==> src/rtl/core/pfa_pkg.sv <==
// shared types, codes and constants for the page frame allocator
package pfa_pkg;

  localparam int FRAMES_DEF = 64;
  localparam int FRAME_W    = 6;
  localparam int CMD_W      = 2;
  localparam int STATUS_W   = 3;
  localparam int POLICY_W   = 2;

  localparam logic [CMD_W-1:0] CMD_ALLOC = 2'd0;
  localparam logic [CMD_W-1:0] CMD_EVICT = 2'd1;
  localparam logic [CMD_W-1:0] CMD_TOUCH = 2'd2;
  localparam logic [CMD_W-1:0] CMD_FREE  = 2'd3;

  localparam logic [STATUS_W-1:0] STS_OK       = 3'd0;
  localparam logic [STATUS_W-1:0] STS_NOFREE   = 3'd1;
  localparam logic [STATUS_W-1:0] STS_NOEVICT  = 3'd2;
  localparam logic [STATUS_W-1:0] STS_NOPOLICY = 3'd3;
  localparam logic [STATUS_W-1:0] STS_OVERFLOW = 3'd4;

  localparam logic [POLICY_W-1:0] POL_FIFO = 2'd0;
  localparam logic [POLICY_W-1:0] POL_LRU  = 2'd1;

  typedef enum logic [1:0] {
    OP_HOLD,
    OP_SHIFT,
    OP_REMOVE,
    OP_APPEND
  } pfa_op_t;

  typedef struct packed {
    logic valid;
    logic seen;
  } pfa_link_t;

  typedef enum logic [1:0] {
    S_INIT,
    S_IDLE,
    S_EXEC,
    S_TOUCH
  } pfa_state_t;

endpackage

==> src/rtl/core/page_frame_allocator_replacer_top.sv <==
// Page frame allocator with a circular free-frame queue in RAM and a FIFO/LRU order list
// held in a chain of cells, oldest frame at the head. After reset the block loads frames
// 0 to FRAMES-1 into the free queue and accepts no transaction until that is done;
// policy writes are taken at any time the block is idle. Allocate, evict, free and
// touch outside LRU pass from the idle state, where they are accepted, to the execute
// state, where the queue and chain are updated and the result is registered once the
// output register is free. A touch under LRU goes on from there to the touch state,
// where the chain drops one copy of the frame per cycle and then appends the frame.
// A finished result sits in an output register; the next transaction is accepted while it
// waits, and execution stalls only when a new result is ready and the previous one has
// not been taken.
module page_frame_allocator_replacer_top #(
  parameter int FRAMES = pfa_pkg::FRAMES_DEF
) (
  input  logic                             clk,
  input  logic                             rst_n,
  input  logic                             cfg_we,
  input  logic [pfa_pkg::POLICY_W-1:0]     cfg_wdata,
  input  logic                             in_valid,
  output logic                             in_ready,
  input  logic [pfa_pkg::CMD_W-1:0]        in_command,
  input  logic [pfa_pkg::FRAME_W-1:0]      in_frame,
  output logic                             out_valid,
  input  logic                             out_ready,
  output logic [pfa_pkg::FRAME_W-1:0]      out_frame_out,
  output logic [pfa_pkg::STATUS_W-1:0]     out_status,
  output logic                             out_full_res
);

  localparam int AW = $clog2(FRAMES);
  localparam int EW = AW;
  localparam int CW = $clog2(FRAMES + 1);
  localparam int SW = AW + 1;
  localparam int XW = (EW > pfa_pkg::FRAME_W) ? EW : pfa_pkg::FRAME_W;

  pfa_pkg::pfa_state_t state_r, state_nxt;

  logic [pfa_pkg::POLICY_W-1:0] policy_r;
  logic [AW-1:0]                init_r, init_nxt;
  logic [AW-1:0]                head_r, head_nxt;
  logic [CW-1:0]                count_r, count_nxt;
  logic [pfa_pkg::CMD_W-1:0]    cmd_r;
  logic [pfa_pkg::FRAME_W-1:0]  frame_r;

  logic                         out_valid_r, out_valid_nxt;
  logic [pfa_pkg::FRAME_W-1:0]  out_frame_r, out_frame_nxt;
  logic [pfa_pkg::STATUS_W-1:0] out_status_r, out_status_nxt;
  logic                         out_full_r, out_full_nxt;

  logic                         ram_we;
  logic [AW-1:0]                ram_waddr;
  logic [EW-1:0]                ram_wdata;
  logic [EW-1:0]                ram_rdata;

  pfa_pkg::pfa_op_t             op;
  logic [EW-1:0]                key;
  logic [EW-1:0]                chain_head;
  logic                         chain_empty, chain_full, chain_match;

  logic                         accept, out_free, out_load, tracked, frame_ok;
  logic                         q_full, q_empty;
  logic [EW-1:0]                frame_e, fout_e;
  logic [XW-1:0]                frame_x, fout_x;
  logic [SW-1:0]                tail_sum;
  logic [AW-1:0]                tail;
  logic [AW-1:0]                head_inc;
  logic [pfa_pkg::STATUS_W-1:0] status;

  pfa_ram #(
    .WIDTH(EW),
    .DEPTH(FRAMES)
  ) u_free_q (
    .clk  (clk),
    .we   (ram_we),
    .waddr(ram_waddr),
    .wdata(ram_wdata),
    .raddr(head_r),
    .rdata(ram_rdata)
  );

  pfa_order_chain #(
    .FRAMES(FRAMES),
    .EW    (EW)
  ) u_chain (
    .clk      (clk),
    .rst_n    (rst_n),
    .op       (op),
    .key      (key),
    .head_data(chain_head),
    .empty    (chain_empty),
    .full     (chain_full),
    .any_match(chain_match)
  );

  always_comb begin
    frame_x  = XW'(frame_r);
    frame_e  = frame_x[EW-1:0];
    // allocate appends the head of the free queue, everything else uses the frame field
    key      = ((state_r == pfa_pkg::S_EXEC) && (cmd_r == pfa_pkg::CMD_ALLOC)) ?
               ram_rdata : frame_e;
    frame_ok = int'(frame_r) < FRAMES;
    tracked  = (policy_r == pfa_pkg::POL_FIFO) || (policy_r == pfa_pkg::POL_LRU);
    q_full   = count_r == CW'(FRAMES);
    q_empty  = count_r == '0;
    // tail = (head + count) mod FRAMES, the sum stays below twice FRAMES
    tail_sum = SW'(head_r) + SW'(count_r);
    if (tail_sum >= SW'(FRAMES)) begin
      tail_sum = tail_sum - SW'(FRAMES);
    end
    tail     = tail_sum[AW-1:0];
    head_inc = (head_r == AW'(FRAMES - 1)) ? '0 : head_r + AW'(1);
    out_free = !out_valid_r || out_ready;
  end

  always_comb begin
    state_nxt = state_r;
    init_nxt  = init_r;
    head_nxt  = head_r;
    count_nxt = count_r;
    in_ready  = 1'b0;
    ram_we    = 1'b0;
    ram_waddr = tail;
    ram_wdata = frame_e;
    op        = pfa_pkg::OP_HOLD;
    out_load  = 1'b0;
    fout_e    = '0;
    status    = pfa_pkg::STS_OK;

    case (state_r)
      pfa_pkg::S_INIT: begin
        // clearing pass loads frame i into queue slot i
        ram_we    = 1'b1;
        ram_waddr = init_r;
        ram_wdata = init_r;
        init_nxt  = init_r + AW'(1);
        if (init_r == AW'(FRAMES - 1)) begin
          state_nxt = pfa_pkg::S_IDLE;
        end
      end
      pfa_pkg::S_IDLE: begin
        in_ready = 1'b1;
        if (in_valid) begin
          state_nxt = pfa_pkg::S_EXEC;
        end
      end
      pfa_pkg::S_EXEC: begin
        if (out_free) begin
          out_load  = 1'b1;
          state_nxt = pfa_pkg::S_IDLE;
          case (cmd_r)
            pfa_pkg::CMD_ALLOC: begin
              if (q_empty) begin
                status = pfa_pkg::STS_NOFREE;
              end else begin
                fout_e    = ram_rdata;
                head_nxt  = head_inc;
                count_nxt = count_r - CW'(1);
                if (tracked) begin
                  if (chain_full) begin
                    status = pfa_pkg::STS_OVERFLOW;
                  end else begin
                    op = pfa_pkg::OP_APPEND;
                  end
                end
              end
            end
            pfa_pkg::CMD_EVICT: begin
              if (!tracked) begin
                status = pfa_pkg::STS_NOPOLICY;
              end else if (chain_empty) begin
                status = pfa_pkg::STS_NOEVICT;
              end else begin
                fout_e    = chain_head;
                op        = pfa_pkg::OP_SHIFT;
                ram_wdata = chain_head;
                if (q_full) begin
                  status = pfa_pkg::STS_OVERFLOW;
                end else begin
                  ram_we    = 1'b1;
                  count_nxt = count_r + CW'(1);
                end
              end
            end
            pfa_pkg::CMD_TOUCH: begin
              if ((policy_r == pfa_pkg::POL_LRU) && frame_ok) begin
                out_load  = 1'b0;
                state_nxt = pfa_pkg::S_TOUCH;
              end
            end
            pfa_pkg::CMD_FREE: begin
              if (frame_ok) begin
                if (q_full) begin
                  status = pfa_pkg::STS_OVERFLOW;
                end else begin
                  ram_we    = 1'b1;
                  count_nxt = count_r + CW'(1);
                end
              end
            end
            default: begin
              status = pfa_pkg::STS_OK;
            end
          endcase
        end
      end
      pfa_pkg::S_TOUCH: begin
        // one copy leaves the chain per cycle, then the frame goes to the back
        if (chain_match) begin
          op = pfa_pkg::OP_REMOVE;
        end else if (out_free) begin
          out_load  = 1'b1;
          state_nxt = pfa_pkg::S_IDLE;
          if (chain_full) begin
            status = pfa_pkg::STS_OVERFLOW;
          end else begin
            op = pfa_pkg::OP_APPEND;
          end
        end
      end
      default: begin
        state_nxt = pfa_pkg::S_IDLE;
      end
    endcase

    accept = in_valid && in_ready;

    fout_x         = XW'(fout_e);
    out_frame_nxt  = out_load ? fout_x[pfa_pkg::FRAME_W-1:0] : out_frame_r;
    out_status_nxt = out_load ? status : out_status_r;
    out_full_nxt   = out_load ? (count_nxt == '0) : out_full_r;
    if (out_load) begin
      out_valid_nxt = 1'b1;
    end else if (out_ready) begin
      out_valid_nxt = 1'b0;
    end else begin
      out_valid_nxt = out_valid_r;
    end
  end

  always_ff @(posedge clk) begin
    if (!rst_n) begin
      state_r     <= pfa_pkg::S_INIT;
      init_r      <= '0;
      head_r      <= '0;
      count_r     <= CW'(FRAMES);
      policy_r    <= pfa_pkg::POL_FIFO;
      out_valid_r <= 1'b0;
    end else begin
      state_r     <= state_nxt;
      init_r      <= init_nxt;
      head_r      <= head_nxt;
      count_r     <= count_nxt;
      out_valid_r <= out_valid_nxt;
      if (cfg_we) begin
        policy_r <= cfg_wdata;
      end
    end
  end

  always_ff @(posedge clk) begin
    if (accept) begin
      cmd_r   <= in_command;
      frame_r <= in_frame;
    end
    out_frame_r  <= out_frame_nxt;
    out_status_r <= out_status_nxt;
    out_full_r   <= out_full_nxt;
  end

  assign out_valid     = out_valid_r;
  assign out_frame_out = out_frame_r;
  assign out_status    = out_status_r;
  assign out_full_res  = out_full_r;

endmodule

==> src/rtl/core/pfa_ram.sv <==
// generic single write port ram with registered read
module pfa_ram #(
  parameter int WIDTH = 8,
  parameter int DEPTH = 64
) (
  input  logic                     clk,
  input  logic                     we,
  input  logic [$clog2(DEPTH)-1:0] waddr,
  input  logic [WIDTH-1:0]         wdata,
  input  logic [$clog2(DEPTH)-1:0] raddr,
  output logic [WIDTH-1:0]         rdata
);

  logic [WIDTH-1:0] mem [DEPTH];
  logic [WIDTH-1:0] rdata_r;

  always_ff @(posedge clk) begin
    if (we) begin
      mem[waddr] <= wdata;
    end
    rdata_r <= mem[raddr];
  end

  assign rdata = rdata_r;

endmodule

==> src/rtl/core/pfa_cell.sv <==
// one entry of the replacement order chain
module pfa_cell #(
  parameter int EW = 6
) (
  input  logic               clk,
  input  logic               rst_n,
  input  pfa_pkg::pfa_op_t   op,
  input  logic [EW-1:0]      key,
  input  pfa_pkg::pfa_link_t left_i,
  input  logic               right_valid_i,
  input  logic [EW-1:0]      right_data_i,
  output pfa_pkg::pfa_link_t link_o,
  output logic [EW-1:0]      data_o
);

  logic          valid_r, valid_nxt;
  logic [EW-1:0] data_r, data_nxt;
  logic          match, seen, take, load;

  always_comb begin
    match = valid_r && (data_r == key);
    seen  = left_i.seen || match;
    // shift-all for evict, shift from the first copy onward for touch removal
    take  = (op == pfa_pkg::OP_SHIFT) || ((op == pfa_pkg::OP_REMOVE) && seen);
    // first empty slot takes the appended frame
    load  = (op == pfa_pkg::OP_APPEND) && !valid_r && left_i.valid;
    valid_nxt = valid_r;
    data_nxt  = data_r;
    if (take) begin
      valid_nxt = right_valid_i;
      data_nxt  = right_data_i;
    end else if (load) begin
      valid_nxt = 1'b1;
      data_nxt  = key;
    end
  end

  always_ff @(posedge clk) begin
    if (!rst_n) begin
      valid_r <= 1'b0;
    end else begin
      valid_r <= valid_nxt;
    end
  end

  always_ff @(posedge clk) begin
    data_r <= data_nxt;
  end

  assign link_o.valid = valid_r;
  assign link_o.seen  = seen;
  assign data_o       = data_r;

endmodule

==> src/rtl/core/pfa_order_chain.sv <==
// replacement order list as a row of cells, oldest at cell zero
module pfa_order_chain #(
  parameter int FRAMES = pfa_pkg::FRAMES_DEF,
  parameter int EW     = 6
) (
  input  logic             clk,
  input  logic             rst_n,
  input  pfa_pkg::pfa_op_t op,
  input  logic [EW-1:0]    key,
  output logic [EW-1:0]    head_data,
  output logic             empty,
  output logic             full,
  output logic             any_match
);

  pfa_pkg::pfa_link_t link [FRAMES];
  logic [EW-1:0]      data [FRAMES];

  for (genvar i = 0; i < FRAMES; i++) begin : g_cell
    pfa_pkg::pfa_link_t left;
    logic               rvalid;
    logic [EW-1:0]      rdata;

    if (i == 0) begin : g_first
      assign left.valid = 1'b1;
      assign left.seen  = 1'b0;
    end else begin : g_mid
      assign left = link[i-1];
    end

    if (i == FRAMES - 1) begin : g_last
      assign rvalid = 1'b0;
      assign rdata  = '0;
    end else begin : g_inner
      assign rvalid = link[i+1].valid;
      assign rdata  = data[i+1];
    end

    pfa_cell #(
      .EW(EW)
    ) u_cell (
      .clk          (clk),
      .rst_n        (rst_n),
      .op           (op),
      .key          (key),
      .left_i       (left),
      .right_valid_i(rvalid),
      .right_data_i (rdata),
      .link_o       (link[i]),
      .data_o       (data[i])
    );
  end

  assign head_data = data[0];
  assign empty     = !link[0].valid;
  assign full      = link[FRAMES-1].valid;
  assign any_match = link[FRAMES-1].seen;

endmodule

==> config.mk <==
export PLATFORM = sky130hd
export DESIGN_NAME = page_frame_allocator_replacer_top
export DESIGN_NICKNAME = d
export VERILOG_FILES = /design/src/rtl/core/pfa_pkg.sv /design/src/rtl/core/page_frame_allocator_replacer_top.sv /design/src/rtl/core/pfa_ram.sv /design/src/rtl/core/pfa_cell.sv /design/src/rtl/core/pfa_order_chain.sv
export SDC_FILE = /design/constraint.sdc
export NUM_CORES = 2
export LEC_CHECK = 0
export BUFFER_PORTS_ARGS = -buffer_cell sky130_fd_sc_hd__buf_2
export CAP_MARGIN = 20
export CORE_MARGIN = 2
export CORE_UTILIZATION = 25
export CTS_BUF_LIST = sky130_fd_sc_hd__clkbuf_8 sky130_fd_sc_hd__clkbuf_16
export DETAILED_ROUTE_END_ITERATION = 8
export GPL_TIMING_DRIVEN = 1
export RECOVER_POWER = 100
export SLEW_MARGIN = 20
export SYNTH_ARGS = -nofsm -noshare
export SYNTH_HDL_FRONTEND = slang
export SYNTH_SLANG_ARGS = --single-unit
export TNS_END_PERCENT = 10
==> constraint.sdc <==
create_clock -name clk -period 14.9 [get_ports clk]
set_input_delay 2.98 -clock clk [delete_from_list [all_inputs] [get_ports clk]]
set_output_delay 2.98 -clock clk [all_outputs]
set_load 0.005 [all_outputs]
==> impl_results.md <==
- Status: complete, but fails checks
- Failing checks: capacitance limit, slew limit
- Top Ports: 27
- Final WL: 146 mm
- Distinct cell type count after synthesis: 99
- TritonCTS buffer count: 89
- Die Wd: 431 um
- Reg2reg start: state_r[0]$_SDFFE_PN0P_
- Crit share post-route: 77.3%
- Clock network power share: 44.5%
- Net Sw Frac: 22.4%
- Slew @ Worst Pin: 3.44 ns
- Hold Slack: 0.504 ns
- MaxCap Viol Count: 15
- Flop pwr share: 52.1%
- CP Data Arrival Time: 11.83 ns
- Share of cells above drive strength 1: 12.3%
- Core ar.: 181000 sq um
- Vias in the first global route: 32400
- Remaining DRCs: 0
- Initial DRC Count: 4388
- Port Buf Inserts: 26
- Most common cell on crit path: buf_4
- PD cells: 102 nW/um^2
- Total track usage: 15.2%
- Clock Latency Late Sink: 0.70 ns
- Synth warn: 0
- NetSw: 1160 uW
- Layout Nets: 3807
- Startpoint types: register
- Initial Utilization: 25.2%
- Minimum clock period: 11.51 ns
- Grt total ovfl: 0
- Inserted Diodes: 0
- Final setup vio count: 0
- Area leader, netlist: edfxtp_1
- Die ar.: 185000 sq um
- Peak supply drop: 0.0839 mV
- Max incr delay on CP: 2.34 ns
- Slew Limit Fails: 659
- FFs w/ async S/R, synth: 0%
- Post-route ant nets: 0
- Crit Path Category: register to register
- Clock Skews: 0.0475 ns
- Sink Count: 880
- Synthesized cell area: 45500 sq um
- Antenna violations before repair: 1
- Unrepaired setup endpoints after global routing: false
- Top_reg_cell synth: edfxtp_1
- Flops & latches, synth: 880
- Pin count of the biggest net entering global routing: 74
- Ranking of synthesized cells by area: edfxtp_1 51%, mux4_2 6.2%, dfxtp_1 4.4%
- Worst Hold Class: register to register
- Synthesized area per cell: 11.8 sq um
- Combinational share of power: 3.4%
- Final TNS setup: 0 ns
- Cell Int Power: 4010 uW
- CTS tree: done
- Synth Instances: 3860
- DP Wirelength: 89.2 mm
- Hold buffers post-CTS: 0
- Worst-path clk slew: 0.06 ns
- Router iterations before antenna repair: 8
- Register area share after synthesis: 55.9%
- Crit path cell chain: inv_1 -> ha_1 -> buf_4 -> or3b_4 -> buf_4 -> a21oi_4 -> clkbuf_1 -> buf_4 -> xnor2_1 -> nor4b_1 -> nor4b_1 -> nand3_1 -> nor4_1 -> a21oi_4 -> clkbuf_1 -> nor2_2 -> a21oi_1 -> o21ai_0
- R2R Path End: u_chain.g_cell[0].u_cell.data_o[3]$_DFFE_PP_
- Hold Fails Final Rpt: 0
- Register-to-Register Path Depth: 18
- Clock Tree Root: clkbuf_16
- Fmax: 86.9 MHz
- Crit end category: register
- Hold wc startpoint: u_chain.g_cell[63].u_cell.data_o[2]$_SDFFE_PP0P_
- First-pass GRT wire length: 215 mm
- Maximum fanout along the worst path: 45
- H-tree levels: 3
- Lkg Pwr: 0.0157 uW
- # resized after CTS: 0
- Die Ht: 431 um
- Max Root-Sink Buffers: 3
- Placer Congestion: 0.907
- Vias/cell: 5.36
- Synth Net Count: 3891
- Worst slew margin: -129%
- Row Count: 156
- Hold endpoint: u_chain.g_cell[63].u_cell.data_o[2]$_SDFFE_PP0P_
- Area Growth Syn to Fin: 11.8%
- Data required time at the worst endpoint: 15.21 ns
- Hold path depth: 1
- Post-synth EDFFs: 780
- Worst path slowest cell: nor4_1
- Top cell type's share of synthesized area: 51.5%
- Total power: 5170 uW
- Vias: 33300
- Setup bufs post-CTS: 0
- DR WL/cell: 23.5 um
- Worst reg-to-reg setup slack: 3.39 ns
## cells by family after synthesis
| logic type | share of synthesized area [%] |
|---|---|
| buffers and inverters | 4.26 |
| and+or+nand+nor | 10.5 |
| AOI/OAI and AO/OA | 15.5 |
| DFF | 55.9 |
| muxes | 7.57 |
| adders and majority gates | 0.457 |
| xor gates and xnor gates | 5.89 |
## layout make-up
| class | count | area, sq um |
|---|---|---|
| Clock inverter | 68 | 588 |
| Multi-Input combinational cell | 2551 | 18200 |
| Timing Repair Buffer | 121 | 772 |
| Sequential cell | 880 | 25400 |
| Fill cell | 18500 | 130000 |
| Tap cell | 2370 | 2970 |
| Inverter | 133 | 505 |
| Clock buffer | 98 | 2380 |
## power by group through the flow
| stage | clock [uW] | combinational (uW) | sequential, uW |
|---|---|---|---|
| after floorplan | 0 | 96.8 | 2740 |
| after global placement | 0 | 168 | 2740 |
| after detailed placement | 0 | 172 | 2740 |
| after CTS | 2330 | 172 | 2690 |
| after global routing | 2420 | 183 | 2690 |
| final | 2300 | 178 | 2690 |
## metrics by stage
step	worst slack (ns)	util [%]	instance area (sq um)	cells
after CTS	6.70	28.2	51000	6219
after floorplan	9.26	-	45500	3860
final	3.39	28.1	50900	6221
after detailed placement	6.71	26.6	48000	6053
after global routing	3.15	28.1	50900	6221
after global placement	6.76	26.6	48000	6052
## how the worst max path moves through the flow
| stage | cells past startpoint | from | endpoint | slack, ns |
|---|---|---|---|---|
| after floorplan | 11 | out_ready | u_chain.g_cell[59].u_cell.data_o[0]$_DFFE_PP_ | 9.26 |
| after global placement | 17 | state_r[0]$_SDFFE_PN0P_ | u_chain.g_cell[32].u_cell.data_o[0]$_DFFE_PP_ | 6.76 |
| after detailed placement | 18 | state_r[0]$_SDFFE_PN0P_ | u_chain.g_cell[18].u_cell.data_o[0]$_DFFE_PP_ | 6.71 |
| after CTS | 18 | state_r[0]$_SDFFE_PN0P_ | u_chain.g_cell[18].u_cell.data_o[0]$_DFFE_PP_ | 6.70 |
| after global routing | 17 | state_r[0]$_SDFFE_PN0P_ | u_chain.g_cell[9].u_cell.data_o[0]$_DFFE_PP_ | 3.15 |
| final | 18 | state_r[0]$_SDFFE_PN0P_ | u_chain.g_cell[0].u_cell.data_o[3]$_DFFE_PP_ | 3.39 |
## registers in the layout, indices dropped and copies added, names as in the netlist
name and count:
u_free_q.rdata 6, u_chain.g_cell.u_cell.data_o 384, out_frame_out 6, count_r 7, cmd_r 2, out_status 3
out_valid 1, u_free_q.mem 384, frame_e 6, policy_r 2, state_r 2, out_full_res 1
init_r 6, head_r 6, u_chain.g_cell.u_cell.valid_r 64
## layout by cell type (no fill, tap or decap), types with 15 or more instances in the layout
cell / instances
clkinv_1: 16
edfxtp_1: 780
o211ai_1: 42
clkinv_2: 15
nand3_1: 38
ha_1: 15
a21o_1: 28
dfxtp_1: 94
o21ai_0: 326
a22oi_1: 21
mux2_2: 37
clkbuf_1: 29
a211oi_1: 92
buf_2: 19
o22ai_1: 44
xor2_1: 99
o2111ai_1: 18
buf_4: 71
mux4_2: 126
nor2b_1: 51
xnor2_1: 207
nor2_1: 255
nand2b_1: 40
o21bai_1: 22
a21oi_1: 249
and2_1: 16
nand4_1: 34
a221oi_1: 45
nor3_1: 43
a31oi_1: 15
nand2_1: 329
inv_1: 142
o221ai_1: 23
clkbuf_16: 92
nor4_1: 35
## Yosys cell counts (11+ instances only)
master     count
nand3_1       38
a221oi_1      45
mux4_2       126
nor2_1       255
dfxtp_1      100
a31o_2        18
mux2i_1       12
o22ai_1       43
a22oi_1       20
and3_1        14
nor4_1        34
a31oi_1       16
or4_1         11
a2111oi_0     14
xor2_1        99
buf_2        102
edfxtp_1     780
xnor2_1      207
a22o_1        12
mux2_2        38
o21ai_1       16
o221ai_1      23
o21bai_1      22
buf_6         13
buf_1         24
o31ai_1       14
o211ai_1      42
nor2b_1       51
inv_1        127
and2_1        25
o21ai_0      315
nand2b_1      40
o2111ai_1     18
o311a_1       13
or3_1         14
a211oi_1      92
nand2_1      327
a222oi_1      12
a21o_1        28
buf_4         27
clkbuf_1     130
a21oi_1      250
ha_1          15
nor3_1        43
nand4_1       34
## worst max-delay path: cells and delay by family, from the launching register on
kind | cells | cell delay, ns
simple gates | 6 | 4.68
fa+ha+maj | 1 | 0.15
xor+xnor | 1 | 0.20
buf+inv | 6 | 4.42
flops | 1 | 0.35
compound gates | 4 | 1.24
## routing by layer
layer,wire length (um),GRT usage (%)
met4,7000,7.04
met1,58700,20.4
met5,0,0
met2,64800,23.2
met3,15600,3.41
Power figures use the tool's default switching activity.
